`config.mk`:
```
export PLATFORM = sky130hd
export DESIGN_NAME = rk4_ram
export DESIGN_NICKNAME = d
export VERILOG_FILES = /design/src/hw/rtl/rk4_ram.sv
export SDC_FILE = /design/constraint.sdc
export NUM_CORES = 1
export LEC_CHECK = 0
export BUFFER_PORTS_ARGS = -buffer_cell sky130_fd_sc_hd__buf_2
export CAP_MARGIN = 20
export CORE_AREA = 2 2 177 179
export DETAILED_ROUTE_END_ITERATION = 8
export DIE_AREA = 0 0 179 181
export PLACE_DENSITY_LB_ADDON = 0.3
export SLEW_MARGIN = 40
export SYNTH_ARGS = -nofsm -noshare
export SYNTH_HDL_FRONTEND = slang
export SYNTH_SLANG_ARGS = --single-unit
```
`constraint.sdc`:
```
create_clock -name i_clk -period 11.2 [get_ports i_clk]
set_clock_uncertainty 0.05 [all_clocks]
set_input_delay 1.12 -clock i_clk [delete_from_list [all_inputs] [get_ports i_clk]]
set_output_delay 1.12 -clock i_clk [all_outputs]
set_load 0.02 [all_outputs]
```
`src/hw/rtl/rk4_ram.sv`:
```
`timescale 1ns / 1ps
`default_nettype none
// ----------------------------------------------------------------------------
// rk4_ram
// Generic single-write, single-read RAM with registered read data.
// ----------------------------------------------------------------------------
module rk4_ram #(
    parameter int WIDTH = 32,
    parameter int DEPTH = 16
) (
    input  wire logic                     i_clk,
    input  wire logic                     i_we,
    input  wire logic [$clog2(DEPTH)-1:0] i_waddr,
    input  wire logic [WIDTH-1:0]         i_wdata,
    input  wire logic [$clog2(DEPTH)-1:0] i_raddr,
    output      logic [WIDTH-1:0]         o_rdata
);
    logic [WIDTH-1:0] r_mem [DEPTH];

    always_ff @(posedge i_clk) begin
        if (i_we) begin
            r_mem[i_waddr] <= i_wdata;
        end
        o_rdata <= r_mem[i_raddr];
    end
endmodule
`default_nettype wire

```
==> out/metrics.cfg <==
[synth]
synth_top_family_by_area = multiplexers
synth_nets = 880
synth_compound_area_share_pct = 2.420
yosys_register_bits = 544
yosysWarnings = 0
avgSynthCellArea_um2 = 23.69
ys_seq_area_share_pct = 80.67
synthAdderAreaFrac_pct = 0
synth_xor_area_share_pct = 0
netlist_area_mm2 = 0.01985
synth-simple-area-share_pct = 1.273
synth_mux_area_share_pct = 14.52
syn_inst = 838
ys_types = 18

[timing]
whs_ns = 0.6260
slew_headroom_pct = 49.05
maxSlewViolCount = 0
setup_violations = 0
rsz0062_at_grt = false
tns_ns = 0
min_period_ns = 3.343
finalCritPeriodShare_pct = 29.85
hold_violations = 0
fmax_ghz = 0.2992
tightest_slew_ns = 0.7625

[cts]
clock_sinks = 544
cts_hold_buf = 0
cts_max_level = 2
cts_buffers = 51
clock-root-buffer = clkbuf_16
clock_latency_ns = 0.56
cts_setup_buffers = 0
cts_max_path_buffers = 3
clkTransAtPathRegs_ns = 0.07
cts-resized-gates = 0
cts_tree = done

[grt]
antenna_found_initial = 4
grt_overflow = 0
grt_start_max_net_pins = 67
grt_usage_pct = 27.11
first_global_vias = 9490
grt_pass1_wl_um = 61820

[drt]
routed_wl_um = 42360
vias_per_cell = 6.645
drt_pre_antenna_iters = 7
drc = 0
first_iter_violations = 1154
vias = 9210
ant_nets = 0
wl_per_cell_um = 30.56

[placement]
place_area_mm2 = 0.02082
gp_congestion = 0.7289
dpl.cell_count = 1287
hpwlAfterDp_um = 19350
portBuffers = 73

[critical_path]
critical_path_class = in -> reg
critPathArrivalTime_ns = 3.74
crit_required_ns = 11.60
slowest_delay_ns = 0.59
worstSetupStartpointType = input pin
worst_path_max_delay_cell = buf_6
endpoint_kind = flip-flop
r2r_setup_slack_ns = 9.75
crit_path_cell_trace = clkbuf_8, buf_6, buf_4, buf_12, mux4_2, a22oi_1, nand2_1
crit_fanout = 46

[flow_run]
drv_cap = 0

[power]
cellPowerDensity_mw_per_mm2 = 188.9
power.total_w = 0.004266
power.leakage_nw = 7.316
peakVddDrop_v = 0.0001843

[floorplanning]
dieArea_mm2 = 0.03240
start_util_pct = 65.42
io_pins = 74
rows = 64
die_y_um = 181
core-area_mm2 = 0.03035
dieWidth_um = 179

[layout]
final_cells = 1386
fillers = 1616
fin_nets = 987
area_delta_synth_final_pct = 13.77
drive_gt1_share_pct = 32.73
design_area_mm2 = 0.02259

[worst_hold_path]
hp-class = reg -> reg

[run_status]
status = completed

critical path, delay by kind of cell:
kind                   cells  cell delay [ns]
AO/OA/AOI/OAI              1             0.23
buffers and inverters      4             1.69
multiplexers               1             0.58
AND/OR/NAND/NOR            1             0.08
cells in the final DEF (no fill, tap or decap), types with 2 or more instances in the layout:
cell / count
nand2_1: 33
a22oi_1: 64
mux4_2: 128
nand3b_1: 2
clkbuf_1: 10
bufinv_16: 7
clkbuf_8: 5
nor2_4: 13
buf_6: 3
edfxtp_1: 512
nand2b_1: 2
diode_2: 3
nor3_2: 4
clkinv_1: 8
clkinv_2: 11
nor2b_4: 2
buf_2: 71
clkbuf_16: 53
buf_4: 21
dfxtp_1: 32
stage by stage:
stage,util (%),worst slack (ns)
global route,74.42,7.559
finish,74.43,7.857
global placement,68.57,6.878
floorplan,-,6.850
CTS,74.34,7.580
detailed placement,68.61,7.041
sequential cells by signal (all words and copies together), names as in the netlist:
| name | cells |
|---|---|
| r_mem | 512 |
| o_rdata | 32 |
per-layer routing:
metal	track usage [%]	up-vias	wire length, µm
li1	-	3788	-
met2	45.05	457	22190
met3	4.798	76	3132
met5	0	-	7
met1	37.30	4887	15870
met4	8.618	2	1161
final timing paths:
kind,from,to,cells past startpoint
setup / recovery,i_raddr[0],o_rdata[20]$_DFF_P_,7
hold / removal,r_mem[14][31]$_DFFE_PP_,o_rdata[31]$_DFF_P_,3
hold reg to reg,r_mem[14][31]$_DFFE_PP_,o_rdata[31]$_DFF_P_,3
setup reg to reg,r_mem[8][22]$_DFFE_PP_,o_rdata[22]$_DFF_P_,3
kinds of logic after synthesis:
group / Yosys count
buf+inv: 43
compound gates: 64
flops: 544
simple gates: 59
mux: 128
area by class of cell:
type,instances,area (µm²),share of cell area (%)
diodes,3,7.507,0.03324
flip-flops and latches,544,16020,70.90
clock inverters,28,319.1,1.413
well taps,396,495.5,2.194
clock buffers,67,1419,6.282
multi-input cells,251,3751,16.61
repair buffers,97,580.6,2.570
cells in the mapped netlist (all sizes together):
library cell,number,area (µm²)
dfxtp,32,640.6
nand3b,2,15.01
or3b,1,8.760
clkbuf,17,63.81
and2,1,6.260
buf,26,158.9
edfxtp,512,15370
nand3,1,5.000
nand2,33,123.9
a22oi,64,480.5
nor3,4,20.02
nand2b,2,12.51
mux4,128,2883
nor2,13,48.80
nor2b,2,12.51
report_power, final:
group	total (W)	internal [W]	switching (W)
Clock	0.00177	0.00105	0.000713
Combinational	0.000209	0.0000808	0.000128
Sequential	0.00229	0.00228	0.0000158
Power figures use the tool's default switching activity.
